File: src/rtl/mbd_pkg.sv
// Shared types and constants for the multi-button debouncer.
package mbd_pkg;

	localparam int MAX_BUTTONS_DEF = 8;
	localparam int TIME_BITS_DEF   = 40;

	localparam int ID_W     = 8;
	localparam int NOW_W    = 40;
	localparam int DEB_W    = 16;
	localparam int COUNT_W  = 4;
	localparam int CFG_IDX_W = 3;
	localparam int CFG_W    = 64;
	localparam int S_DATA_W = 56;
	localparam int M_DATA_W = 16;

	typedef enum logic [1:0] {
		ST_OK        = 2'd0,
		ST_NOT_FOUND = 2'd1,
		ST_BACKWARDS = 2'd2
	} status_t;

	typedef enum logic [CFG_IDX_W-1:0] {
		CFG_BUTTON_COUNT  = 3'd0,
		CFG_BUTTON_IDS    = 3'd1,
		CFG_ACTIVE_LEVELS = 3'd2,
		CFG_DEB_LOW       = 3'd3,
		CFG_DEB_HIGH      = 3'd4
	} cfg_index_t;

	// Per-item table lookup result that follows the item down the pipeline.
	typedef struct packed {
		logic             found;
		logic             active;
		logic [DEB_W-1:0] debounce;
	} lkp_t;

endpackage

File: src/rtl/mbd_ram.sv
// Generic single-write, single-read RAM with a registered read port.
module mbd_ram
	#(
		parameter int WIDTH = 8,
		parameter int DEPTH = 8,
		localparam int AW = (DEPTH > 1) ? $clog2(DEPTH) : 1
	)
	(
		input  logic             clk,
		input  logic             we,
		input  logic [AW-1:0]    waddr,
		input  logic [WIDTH-1:0] wdata,
		input  logic             re,
		input  logic [AW-1:0]    raddr,
		output logic [WIDTH-1:0] rdata
	);

	logic [WIDTH-1:0] mem [DEPTH];

	// Write port.
	always_ff @(posedge clk) begin
		if (we) begin
			mem[waddr] <= wdata;
		end
	end

	// Read port; the data register holds while no read is issued.
	always_ff @(posedge clk) begin
		if (re) begin
			rdata <= mem[raddr];
		end
	end

endmodule

File: src/rtl/mbd_lookup.sv
// Configuration registers and the parallel id match of the button table.
module mbd_lookup
	import mbd_pkg::*;
	#(
		parameter int MAX_BUTTONS = MAX_BUTTONS_DEF,
		localparam int IDX_W = (MAX_BUTTONS > 1) ? $clog2(MAX_BUTTONS) : 1
	)
	(
		input  logic                 clk,
		input  logic                 arst_n,
		input  logic                 cfg_we,
		input  logic [CFG_IDX_W-1:0] cfg_index,
		input  logic [CFG_W-1:0]     cfg_data,
		input  logic [ID_W-1:0]      id,
		output logic [IDX_W-1:0]     idx,
		output lkp_t                 lkp
	);

	logic [COUNT_W-1:0]  count_q;
	logic [CFG_W-1:0]    ids_q;
	logic [7:0]          levels_q;
	logic [2*CFG_W-1:0]  debs_q;
	logic [COUNT_W-1:0]  count_sat;

	// Register writes; indexes beyond the list are ignored.
	always_ff @(posedge clk or negedge arst_n) begin
		if (!arst_n) begin
			count_q  <= COUNT_W'(1);
			ids_q    <= '0;
			levels_q <= '0;
			debs_q   <= '0;
		end else if (cfg_we) begin
			case (cfg_index)
				CFG_BUTTON_COUNT:  count_q  <= cfg_data[COUNT_W-1:0];
				CFG_BUTTON_IDS:    ids_q    <= cfg_data;
				CFG_ACTIVE_LEVELS: levels_q <= cfg_data[7:0];
				CFG_DEB_LOW:       debs_q[CFG_W-1:0] <= cfg_data;
				CFG_DEB_HIGH:      debs_q[2*CFG_W-1:CFG_W] <= cfg_data;
				default: ;
			endcase
		end
	end

	assign count_sat = (count_q > COUNT_W'(MAX_BUTTONS)) ? COUNT_W'(MAX_BUTTONS) : count_q;

	// Compare all entries at once; scanning downward lets the lowest match win.
	always_comb begin
		idx          = '0;
		lkp.found    = 1'b0;
		lkp.active   = 1'b0;
		lkp.debounce = '0;
		for (int k = MAX_BUTTONS - 1; k >= 0; k--) begin
			if ((COUNT_W'(k) < count_sat) && (id != '0) && (ids_q[8*k +: 8] == id)) begin
				idx          = IDX_W'(k);
				lkp.found    = 1'b1;
				lkp.active   = levels_q[k];
				lkp.debounce = debs_q[DEB_W*k +: DEB_W];
			end
		end
	end

endmodule

File: src/rtl/mbd_update.sv
// Debounce decision for one entry: next state, reply state and status.
module mbd_update
	import mbd_pkg::*;
	#(
		parameter int TIME_BITS = TIME_BITS_DEF,
		localparam int ST_W = TIME_BITS + 3
	)
	(
		input  lkp_t                 lkp,
		input  logic                 mode,
		input  logic                 pin_level,
		input  logic [TIME_BITS-1:0] now,
		input  logic [ST_W-1:0]      cur,
		output logic [ST_W-1:0]      nxt,
		output logic                 we,
		output logic                 button_state,
		output status_t              status
	);

	logic                 conf, cand, cv, sampled;
	logic [TIME_BITS-1:0] start;
	logic                 n_conf, n_cand, n_cv;
	logic [TIME_BITS-1:0] n_start;
	logic [TIME_BITS-1:0] elapsed;

	assign conf    = cur[0];
	assign cand    = cur[1];
	assign cv      = cur[2];
	assign start   = cur[ST_W-1:3];
	assign sampled = (pin_level == lkp.active);
	assign elapsed = now - start;

	// Entry state layout: start time, candidate valid, candidate, confirmed.
	always_comb begin
		n_conf  = conf;
		n_cand  = cand;
		n_cv    = cv;
		n_start = start;
		status  = ST_OK;
		if (!lkp.found) begin
			status = ST_NOT_FOUND;
		end else if (mode) begin
			n_conf = sampled;
			n_cv   = 1'b0;
		end else if (sampled == conf) begin
			n_cv = 1'b0;
		end else if (!cv || (cand != sampled)) begin
			n_cand  = sampled;
			n_start = now;
			n_cv    = 1'b1;
		end else if (now < start) begin
			status = ST_BACKWARDS;
		end else if (elapsed >= TIME_BITS'(lkp.debounce)) begin
			n_conf = sampled;
			n_cv   = 1'b0;
		end
	end

	assign nxt          = {n_start, n_cv, n_cand, n_conf};
	assign we           = (status == ST_OK);
	assign button_state = (status == ST_OK) ? n_conf : 1'b0;

endmodule

File: src/rtl/multi_button_debouncer_top.sv
// Multi-button debouncer top level: lookup, state RAM pipeline and output register.
//
// In the first stage the button id is matched against all table entries in
// parallel and the entry's state is read from a RAM with a registered read
// port; in the second stage the state is updated and written back, and the
// reply is loaded into the output register. Back-to-back beats for the same
// button are forwarded from the write-back, so the sustained rate is one beat
// per cycle whenever the output side takes replies. Per-entry valid flops make
// the state read as zero after reset without a clearing pass. Configuration
// must be written only while idle; the block itself does not enforce this.
module multi_button_debouncer_top
	import mbd_pkg::*;
	#(
		parameter int MAX_BUTTONS = MAX_BUTTONS_DEF,
		parameter int TIME_BITS   = TIME_BITS_DEF
	)
	(
		input  logic                 clk,
		input  logic                 arst_n,
		input  logic                 s_tvalid,
		output logic                 s_tready,
		// button_id [7:0], pin_level [8], now_ms [48:9], zero fill above
		input  logic [S_DATA_W-1:0]  s_tdata,
		// mode [0]
		input  logic                 s_tuser,
		output logic                 m_tvalid,
		input  logic                 m_tready,
		// reply_id [7:0], button_state [8], status [10:9], zero fill above
		output logic [M_DATA_W-1:0]  m_tdata,
		input  logic                 cfg_we,
		input  logic [CFG_IDX_W-1:0] cfg_index,
		input  logic [CFG_W-1:0]     cfg_data
	);

	localparam int IDX_W = (MAX_BUTTONS > 1) ? $clog2(MAX_BUTTONS) : 1;
	localparam int ST_W  = TIME_BITS + 3;

	logic                 s_accept;
	logic [TIME_BITS-1:0] now_in;
	logic [IDX_W-1:0]     idx;
	lkp_t                 lkp;

	logic                 s1_valid_q;
	logic                 s1_go;
	logic [IDX_W-1:0]     idx_s1;
	lkp_t                 lkp_s1;
	logic                 mode_s1;
	logic                 raw_s1;
	logic [ID_W-1:0]      id_s1;
	logic [TIME_BITS-1:0] now_s1;
	logic                 fwd_s1;
	logic [ST_W-1:0]      fwd_data_s1;

	logic [ST_W-1:0]        ram_rdata;
	logic [ST_W-1:0]        cur;
	logic [ST_W-1:0]        nxt;
	logic                   upd_we;
	logic                   ram_we;
	logic                   upd_state;
	status_t                upd_status;
	logic [MAX_BUTTONS-1:0] ent_valid_q;

	logic                 m_tvalid_q;
	logic [M_DATA_W-1:0]  m_tdata_q;

	// Bring the time field to the configured width.
	for (genvar i = 0; i < TIME_BITS; i++) begin : g_now
		if (i < NOW_W) begin : g_bit
			assign now_in[i] = s_tdata[9 + i];
		end else begin : g_zero
			assign now_in[i] = 1'b0;
		end
	end

	// Handshake: the second stage moves when the output register is free or drained.
	assign s1_go    = s1_valid_q && (!m_tvalid_q || m_tready);
	assign s_tready = !s1_valid_q || s1_go;
	assign s_accept = s_tvalid && s_tready;
	assign ram_we   = s1_go && upd_we;

	mbd_lookup #(.MAX_BUTTONS(MAX_BUTTONS)) u_lookup (
		.clk       (clk),
		.arst_n    (arst_n),
		.cfg_we    (cfg_we),
		.cfg_index (cfg_index),
		.cfg_data  (cfg_data),
		.id        (s_tdata[ID_W-1:0]),
		.idx       (idx),
		.lkp       (lkp)
	);

	mbd_ram #(.WIDTH(ST_W), .DEPTH(MAX_BUTTONS)) u_state_ram (
		.clk   (clk),
		.we    (ram_we),
		.waddr (idx_s1),
		.wdata (nxt),
		.re    (s_accept),
		.raddr (idx),
		.rdata (ram_rdata)
	);

	// Second-stage valid.
	always_ff @(posedge clk or negedge arst_n) begin
		if (!arst_n) begin
			s1_valid_q <= 1'b0;
		end else if (s_tready) begin
			s1_valid_q <= s_tvalid;
		end
	end

	// Second-stage payload, with a bypass when the entry is being written back.
	always_ff @(posedge clk) begin
		if (s_accept) begin
			idx_s1      <= idx;
			lkp_s1      <= lkp;
			mode_s1     <= s_tuser;
			raw_s1      <= s_tdata[8];
			id_s1       <= s_tdata[ID_W-1:0];
			now_s1      <= now_in;
			fwd_s1      <= ram_we && (idx_s1 == idx);
			fwd_data_s1 <= nxt;
		end
	end

	// An entry never written since reset reads as all zero.
	always_ff @(posedge clk or negedge arst_n) begin
		if (!arst_n) begin
			ent_valid_q <= '0;
		end else if (ram_we) begin
			ent_valid_q[idx_s1] <= 1'b1;
		end
	end

	always_comb begin
		if (fwd_s1) begin
			cur = fwd_data_s1;
		end else if (ent_valid_q[idx_s1]) begin
			cur = ram_rdata;
		end else begin
			cur = '0;
		end
	end

	mbd_update #(.TIME_BITS(TIME_BITS)) u_update (
		.lkp          (lkp_s1),
		.mode         (mode_s1),
		.pin_level    (raw_s1),
		.now          (now_s1),
		.cur          (cur),
		.nxt          (nxt),
		.we           (upd_we),
		.button_state (upd_state),
		.status       (upd_status)
	);

	// Output register.
	always_ff @(posedge clk or negedge arst_n) begin
		if (!arst_n) begin
			m_tvalid_q <= 1'b0;
		end else if (s1_go) begin
			m_tvalid_q <= 1'b1;
		end else if (m_tready) begin
			m_tvalid_q <= 1'b0;
		end
	end

	always_ff @(posedge clk) begin
		if (s1_go) begin
			m_tdata_q <= {5'b0, upd_status, upd_state,
				(upd_status == ST_OK) ? id_s1 : {ID_W{1'b0}}};
		end
	end

	assign m_tvalid = m_tvalid_q;
	assign m_tdata  = m_tdata_q;

	// A stalled second stage must not take a new beat.
	a_no_accept_on_stall: assert property (@(posedge clk) disable iff (!arst_n)
		(s1_valid_q && !s1_go) |-> !s_accept)
		else $error("beat accepted while second stage stalled");

	// State is written back only as the second stage moves on.
	a_we_with_advance: assert property (@(posedge clk) disable iff (!arst_n)
		ram_we |-> (s1_valid_q && m_tready) || (s1_valid_q && !m_tvalid_q))
		else $error("state write without stage advance");

	// A bypass flagged as a beat enters an empty second stage follows a write-back.
	a_fwd_needs_s1: assert property (@(posedge clk) disable iff (!arst_n)
		$rose(s1_valid_q) && fwd_s1 |-> $past(ram_we))
		else $error("bypass flagged without a write-back");

	// Error replies carry neither an id nor a pressed state.
	a_error_reply_zero: assert property (@(posedge clk) disable iff (!arst_n)
		(m_tvalid && (m_tdata[10:9] != ST_OK)) |-> (m_tdata[8:0] == 9'd0))
		else $error("error reply with nonzero id or state");

endmodule

File: config.mk
export PLATFORM = sky130hd
export DESIGN_NAME = multi_button_debouncer_top
export DESIGN_NICKNAME = d
export VERILOG_FILES = /design/src/rtl/mbd_pkg.sv /design/src/rtl/mbd_ram.sv /design/src/rtl/mbd_lookup.sv /design/src/rtl/mbd_update.sv /design/src/rtl/multi_button_debouncer_top.sv
export SDC_FILE = /design/constraint.sdc
export NUM_CORES = 1
export LEC_CHECK = 0
export CORE_MARGIN = 4
export CORE_UTILIZATION = 45
export CTS_CLUSTER_SIZE = 14
export DETAILED_ROUTE_END_ITERATION = 7
export DONT_BUFFER_PORTS = 1
export PLACE_DENSITY = 0.69
export SYNTH_ARGS = -nofsm -noshare
export SYNTH_HDL_FRONTEND = slang
export SYNTH_SLANG_ARGS = --single-unit
File: constraint.sdc
create_clock -name clk -period 22 [get_ports clk]
set_input_delay 0 -clock clk [delete_from_list [all_inputs] [get_ports clk]]
set_output_delay 0 -clock clk [all_outputs]
set_load 0.01 [all_outputs]
==> parameters.txt, run 1 <==
Parameter                              Value

Global routing
  Vias in the first global route    23200
  GRT Overall Usage    0.226
  Number of antenna violations at the first check in global routing    5
  Total congestion overflow    0
  Global-route wire length before repair    ~140 mm
  Maximum number of pins on one net before global-route repair    215

Drt
  Avg WL per Cell    around 23 um
  Number of design-rule violations left by the first detailed-router iteration    2159
  Total via count in the routed design    23500
  Antenna violation net count after detailed routing    0
  Number of iterations in the first detailed-routing pass    5
  Post-detailed-route via-to-cell ratio    5.96
  Routed wire length    91.1 mm
  Post-detailed-route DRC marker count    0

Finish
  Area added between synthesis and finish    13.9%
  Layout cells sized above 1    0.141
  Fill cell total of the finished layout    ~6100
  Total Nets Final    3101

Hold path
  Hold Crit Endpoint    now_s1[13]$_DFFE_PP_
  Class of the most critical hold timing path    in -> reg
  Launch instance of the worst min-delay path    s_tdata[22]
  Hold Path Depth    1

Placement
  Final weighted congestion of routability-driven global placement    0.908
  Setup WS pre-CTS    13.22 ns
  Post-detailed-placement half-perimeter wirelength    approximately 56 mm
  Port buffer count    0

Worst setup path
  Worst reg2reg path startpoint    idx_s1[2]$_DFFE_PP_
  Crit-path most repeated cell    sky130_fd_sc_hd__nor4_1
  Worst flop-to-flop path endpoint    u_state_ram.mem[3][2]$_DFFE_PP_
  Worst endpoint required time    22.34 ns
  Reg2Reg Depth    27
  Startpoint type of the worst setup path    flip-flop
  Largest driver fanout on the critical path    37
  Nature of the critical path endpoint    flip-flop
  Critical path start-end classification    reg -> reg
  Reg-to-reg slack, setup    13.05 ns
  Max incr delay on CP    0.80 ns
  Max stage delay cell, worst path    sky130_fd_sc_hd__nor4_1
  Arrival time of the worst setup path    approximately 9.3 ns

Yosys
  Sequential-to-total area share from yosys stat    0.617
  Yosys reg bits    727
  Distinct cells, synth    103
  Number of synthesized flops with an enable pin    513
  Mapped cell area    between 30000 and 40000 um^2
  Most used flip-flop cell after synthesis    sky130_fd_sc_hd__edfxtp_1
  Post-Syn Area per Cell    11.9 um^2
  Instance count of the mapped netlist    around 2800
  Yosys synthesis warning count    0
  Proportion of synthesized flip-flops having asynchronous set or reset    0.294

STA
  Slew at the pin closest to its max-slew limit    1.10 ns
  Setup Skew    0.0273 ns
  Count of pins over their slew limit    0
  Maximum clock frequency    112 MHz
  Ratio of final minimum period to clock period    0.407
  Setup TNS    0 ns
  Setup repair after global routing missed its margin    no
  Max transition margin    0.270
  Endpoints failing setup    0
  Setup slack of the critical path after layout    13.05 ns
  Number of endpoints with negative hold slack in the final report    0
  Clock period minus worst slack    8.95 ns

Clock network
  Clock Path Buffers    3
  Gates resized, CTS repair    0
  Num CTS Buffers    72
  TritonCTS sink count    727
  TritonCTS clock tree    yes
  Buffers inserted by post-CTS timing repair    0
  Clock network latency to the later pin of the worst-skew pair    0.63 ns
  Clock root cell    sky130_fd_sc_hd__clkbuf_16
  Clk slew on worst S/H paths    0.06 ns
  Total of hold buffers inserted after clock tree synthesis    152
  Total number of H-tree levels    3

Floorplanning
  Area enclosed by the die boundary    79200 um^2
  Die span in y    around 280 um
  Floorplan core area    73500 um^2
  Overall die width    281 um
  Number of I/O pins    147
  Num rows    99
  Initial core utilization    0.458

Power and ir drop
  VDD IR max    roughly 0.066 mV
  Cell Pwr Density    90.4 nW/um^2
  Leakage power figure    about 14 nW

Outcome
  Result of the run    complete, no violations

Job
  Reported max-cap violation count    0
## worst max path at each step
| stage | startpoint | cells after the start | end |
|---|---|---|---|
| final | idx_s1[2]$_DFFE_PP_ | 27 | u_state_ram.mem[3][2]$_DFFE_PP_ |
| after floorplan | idx_s1[1]$_DFFE_PP_ | 21 | ent_valid_q[0]$_DFFE_PN0P_ |
| after global routing | idx_s1[2]$_DFFE_PP_ | 27 | u_state_ram.mem[0][2]$_DFFE_PP_ |
| after CTS | idx_s1[2]$_DFFE_PP_ | 27 | u_state_ram.mem[3][2]$_DFFE_PP_ |
| after detailed placement | idx_s1[2]$_DFFE_PP_ | 27 | u_state_ram.mem[3][2]$_DFFE_PP_ |
| after global placement | idx_s1[2]$_DFFE_PP_ | 27 | u_state_ram.mem[1][2]$_DFFE_PP_ |
## cells by family after synthesis
| family | Yosys count | synth area share |
|---|---|---|
| XOR/XNOR | 102 | 0.0266 |
| other | 1 | 0.000112 |
| adder cells (fa/ha/maj) | 50 | 0.0185 |
| AO/OA/AOI/OAI | 455 | 0.0910 |
| multiplexers | 231 | 0.0768 |
| buffers and inverters | 218 | 0.0260 |
| AND/OR/NAND/NOR | 1046 | 0.144 |
| flip-flops | 727 | 0.617 |
## state kept, by name (all words and copies together) (netlist names), 3 cells and up
| signal | count |
|---|---|
| u_lookup.ids_q | 64 |
| u_state_ram.mem | 344 |
| fwd_data_s1 | 43 |
| now_s1 | 40 |
| m_tdata | 11 |
| u_state_ram.rdata | 43 |
| id_s1 | 8 |
| lkp_s1 | 18 |
| u_lookup.debs_q | 128 |
| ent_valid_q | 8 |
| u_lookup.levels_q | 8 |
| idx_s1 | 3 |
| u_lookup.count_q | 4 |
## cells in the mapped netlist, types with 25 or more instances
cell type / instances / area, um^2
sky130_fd_sc_hd__nand2_1: 474 / 1780
sky130_fd_sc_hd__a21o_1: 38 / 285
sky130_fd_sc_hd__dfrtp_1: 213 / 5330
sky130_fd_sc_hd__nor4_1: 26 / 163
sky130_fd_sc_hd__nor3_1: 35 / 175
sky130_fd_sc_hd__edfxtp_1: 513 / 15400
sky130_fd_sc_hd__ha_1: 44 / 551
sky130_fd_sc_hd__xnor2_1: 46 / 403
sky130_fd_sc_hd__nor2_1: 109 / 409
sky130_fd_sc_hd__nand3_1: 238 / 1190
sky130_fd_sc_hd__mux2i_1: 25 / 250
sky130_fd_sc_hd__inv_1: 44 / 165
sky130_fd_sc_hd__mux2_2: 205 / 2310
sky130_fd_sc_hd__and3_1: 52 / 325
sky130_fd_sc_hd__clkbuf_1: 150 / 563
sky130_fd_sc_hd__a21oi_1: 151 / 756
sky130_fd_sc_hd__o21ai_0: 86 / 430
sky130_fd_sc_hd__xor2_1: 56 / 490
## power by group
group | internal [mW] | total, mW | switching, mW
logic | 0.239 | 0.579 | 0.340
clock network | 0.647 | 1.16 | 0.517
registers | 1.64 | 1.72 | 0.0803
## area by class of cell
class / instances / area, um^2 / area share
flip-flops and latches: 727 / 20800 / 0.542
clock inverters: 36 / 275 / 0.00719
multi-input cells: 1889 / 12100 / 0.316
repair buffers: 191 / 1840 / 0.0479
diodes: 6 / 15.0 / 0.000392
well taps: 959 / 1200 / 0.0313
inverters: 46 / 175 / 0.00457
clock buffers: 92 / 1930 / 0.0503
## critical path, delay by kind of cell (launching register included)
family | cells | cell delay [ns]
and+or+nand+nor | 10 | 3.51
xor gates and xnor gates | 1 | 0.15
DFF | 1 | 0.64
AOI/OAI and AO/OA | 13 | 3.29
buffers and inverters | 1 | 0.45
adders and majority gates | 2 | 0.60
## metrics by stage
step / area, um^2 / hold WS, ns / util / instances / total power, mW
2_1_floorplan: 33600 / -0.296 / - / 2834 / 2.13
3_3_place_gp: 34500 / -0.291 / 0.470 / 3658 / 2.25
3_5_place_dp: 34500 / -0.291 / 0.470 / 3658 / 2.28
4_1_cts: 38300 / 0.000572 / 0.521 / 3938 / 3.47
5_1_grt: 38300 / -0.0000389 / 0.521 / 3945 / 3.61
6_report: 38300 / 0.0247 / 0.522 / 3946 / 3.46
## placed cells by master (no fill, tap or decap), types with 43 or more instances in the layout
cell type,instances
sky130_fd_sc_hd__a21oi_1,151
sky130_fd_sc_hd__xnor2_1,46
sky130_fd_sc_hd__nand2_1,473
sky130_fd_sc_hd__dlygate4sd3_1,153
sky130_fd_sc_hd__o21ai_0,86
sky130_fd_sc_hd__edfxtp_1,513
sky130_fd_sc_hd__dfrtp_1,213
sky130_fd_sc_hd__clkbuf_16,73
sky130_fd_sc_hd__nor2_1,106
sky130_fd_sc_hd__inv_1,43
sky130_fd_sc_hd__and3_1,52
sky130_fd_sc_hd__ha_1,44
sky130_fd_sc_hd__xor2_1,56
sky130_fd_sc_hd__mux2_2,205
sky130_fd_sc_hd__nand3_1,238
## routing by layer
metal / vias to the layer above / GRT usage / wire length (um)
met5: - / 0 / 0
met4: 0 / 0.0602 / 1930
met3: 156 / 0.0433 / 6930
met2: 946 / 0.357 / 42200
met1: 11900 / 0.326 / 40000
li1: 10500 / - / -
No activity file was read; power rests on OpenSTA's default activity.
==> inputs of run 2 (changes only) <==
--- a/config.mk
+++ b/config.mk
@@ -10,7 +10,7 @@
 export CTS_CLUSTER_SIZE = 14
 export DETAILED_ROUTE_END_ITERATION = 7
 export DONT_BUFFER_PORTS = 1
-export PLACE_DENSITY = 0.69
+export PLACE_DENSITY = 0.71
 export SYNTH_ARGS = -nofsm -noshare
 export SYNTH_HDL_FRONTEND = slang
 export SYNTH_SLANG_ARGS = --single-unit
==> constraint.sdc (replaced) <==
create_clock -name clk -period 7.18 [get_ports clk]
set_input_delay 0 -clock clk [delete_from_list [all_inputs] [get_ports clk]]
set_output_delay 0 -clock clk [all_outputs]
set_load 0.01 [all_outputs]
==> parameters.txt, run 2 (same netlist as run 1, synthesis figures left out) <==
Parameter                              Value

Global routing
  Global-route wire length before repair    142 mm
  Number of antenna violations at the first check in global routing    9
  Maximum number of pins on one net before global-route repair    215
  GRT Overall Usage    0.231
  Vias in the first global route    23500
  Total congestion overflow    0

Clock network
  Clock network latency to the later pin of the worst-skew pair    0.64 ns
  TritonCTS clock tree    yes
  Total number of H-tree levels    3
  Clock root cell    sky130_fd_sc_hd__clkbuf_16
  Clk slew on worst S/H paths    0.07 ns
  Buffers inserted by post-CTS timing repair    0
  Clock Path Buffers    3
  TritonCTS sink count    727
  Num CTS Buffers    76

Drt
  Number of design-rule violations left by the first detailed-router iteration    2370
  Post-detailed-route DRC marker count    0
  Routed wire length    around 93 mm
  Post-detailed-route via-to-cell ratio    about 6.0
  Number of iterations in the first detailed-routing pass    7
  Avg WL per Cell    approximately 24 um
  Antenna violation net count after detailed routing    0
  Total via count in the routed design    23700

Power and ir drop
  Cell Pwr Density    287 nW/um^2
  VDD IR max    between 0.2 and 0.3 mV
  Leakage power figure    14.7 nW

Hold path
  Class of the most critical hold timing path    in -> reg
  Hold Path Depth    1
  Launch instance of the worst min-delay path    s_tdata[23]

Floorplanning
  Overall die width    281 um
  Initial core utilization    0.458
  Floorplan core area    ~73000 um^2
  Die span in y    281 um
  Number of I/O pins    147
  Num rows    99
  Area enclosed by the die boundary    79200 um^2

Worst setup path
  Critical path start-end classification    reg -> reg
  Largest driver fanout on the critical path    10
  Critical Path Stages    30
  Startpoint type of the worst setup path    flip-flop
  Crit-path most repeated cell    sky130_fd_sc_hd__a21o_1
  Critical path launch point    idx_s1[2]$_DFFE_PP_
  Max stage delay cell, worst path    sky130_fd_sc_hd__o32a_1
  Worst endpoint required time    7.50 ns
  Number of buffer and inverter instances along the worst setup path    3
  Nature of the critical path endpoint    flip-flop
  Arrival time of the worst setup path    7.20 ns
  Reg2Reg Depth    30
  Worst reg2reg path startpoint    idx_s1[2]$_DFFE_PP_
  Max incr delay on CP    0.41 ns
  Gate family responsible for the most delay along the worst path    compound AO/OA/AOI/OAI gates

STA
  Count of pins over their slew limit    0
  Endpoints failing setup    0
  Number of endpoints with negative hold slack in the final report    0
  Maximum clock frequency    145 MHz
  Clock period minus worst slack    6.88 ns
  Slew at the pin closest to its max-slew limit    1.05 ns
  Setup Skew    ~0.045 ns
  Ratio of final minimum period to clock period    0.958
  Setup slack of the critical path after layout    0.300 ns
  Max transition margin    0.297

Finish
  Largest register FFs    344
  Total Nets Final    3117
  Fill cell total of the finished layout    6073
  Layout cells sized above 1    0.152
  Largest registers    u_state_ram.mem x344, u_lookup.debs_q x128, u_lookup.ids_q x64
  Area added between synthesis and finish    15.7%
  Final cell count without fillers    3972
  Register containing the most flip-flops in the final layout    u_state_ram.mem
  Most common cell after layout, fill and taps aside    sky130_fd_sc_hd__edfxtp_1
  Commonest non-fill, non-tap cells in the layout    sky130_fd_sc_hd__edfxtp_1, sky130_fd_sc_hd__nand2_1, sky130_fd_sc_hd__nand3_1, sky130_fd_sc_hd__dfrtp_1, sky130_fd_sc_hd__mux2_2

Placement
  Port buffer count    0
  Post-detailed-placement half-perimeter wirelength    59.3 mm
  DP Cell Count    approximately 3700
  Setup WS pre-CTS    -0.115 ns
  Final weighted congestion of routability-driven global placement    0.926

Outcome
  Result of the run    complete, no violations

Job
  Reported max-cap violation count    0
-- run 2: changes by cell type in the layout (fill, tap and decap cells not counted), sizes merged --
cell / before / now
clkinv: 29 / 28
inv: 48 / 50
clkbuf: 92 / 99
dlygate4sd3: 153 / 147
diode: 6 / 7
buf: 38 / 56
bufinv: 2 / 7
-- run 2: worst reg2reg max path, delay by kind of cell (launching register included) --
family	cells	cell delay, ns
AOI/OAI and AO/OA	12	2.51
xor gates and xnor gates	1	0.13
adders and majority gates	3	0.87
buffers and inverters	3	0.38
DFF	1	0.35
muxes	1	0.24
and+or+nand+nor	10	2.11
-- run 2: repair_timing --
action / CTS / global route
pin swaps: 0 / 1
hold buffers: 146 / 2
setup endpoints to repair: 9 / 19
resized for setup: 2 / 10
endpoints found under the hold margin: 496 / 2
-- run 2: area by class of cell --
class | count | area (um^2) | share of cell area
inverter | 46 | 175 | 0.00450
clock buffer | 99 | 2050 | 0.0527
tap | 959 | 1200 | 0.0309
antenna | 7 | 17.5 | 0.000450
clock inverter | 42 | 559 | 0.0144
sequential | 727 | 20800 | 0.534
timing repair buffer | 203 | 1940 | 0.0498
multi-input combinational | 1889 | 12200 | 0.313
-- run 2: power by group --
part,switching [mW],internal (mW),total (mW)
logic,1.08,0.744,1.82
clock network,1.74,2.32,4.06
registers,0.250,5.03,5.28
-- run 2: final timing paths --
check	to	slack (ns)
max	u_state_ram.mem[7][0]$_DFFE_PP_	0.30
min	now_s1[14]$_DFFE_PP_	0.01
max reg2reg	u_state_ram.mem[7][0]$_DFFE_PP_	0.30
min reg2reg	ent_valid_q[0]$_DFFE_PN0P_	0.48
max in group asynchronous	u_lookup.debs_q[88]$_DFFE_PN0P_	6.25
min in group asynchronous	u_lookup.debs_q[101]$_DFFE_PN0P_	0.14
-- run 2: per-layer routing --
metal	GRT usage	vias to the layer above	routed length [um]
met4	0.0807	4	3190
met2	0.384	1043	45200
met1	0.310	11800	38000
met3	0.0399	206	7040
met5	0	-	27
li1	-	10600	-
-- run 2: metrics by stage --
stage	area (um^2)	utilization	hold slack (ns)	TNS [ns]	power [mW]
6_report	38900	0.529	0.0118	0	11.2
5_1_grt	38900	0.529	0.00201	-0.695	11.6
2_1_floorplan	33700	-	-0.296	-48.53	6.51
3_3_place_gp	34700	0.472	-0.291	0	6.96
4_1_cts	38800	0.528	0.000214	0	11.2
3_5_place_dp	34700	0.472	-0.291	-1.03	7.02
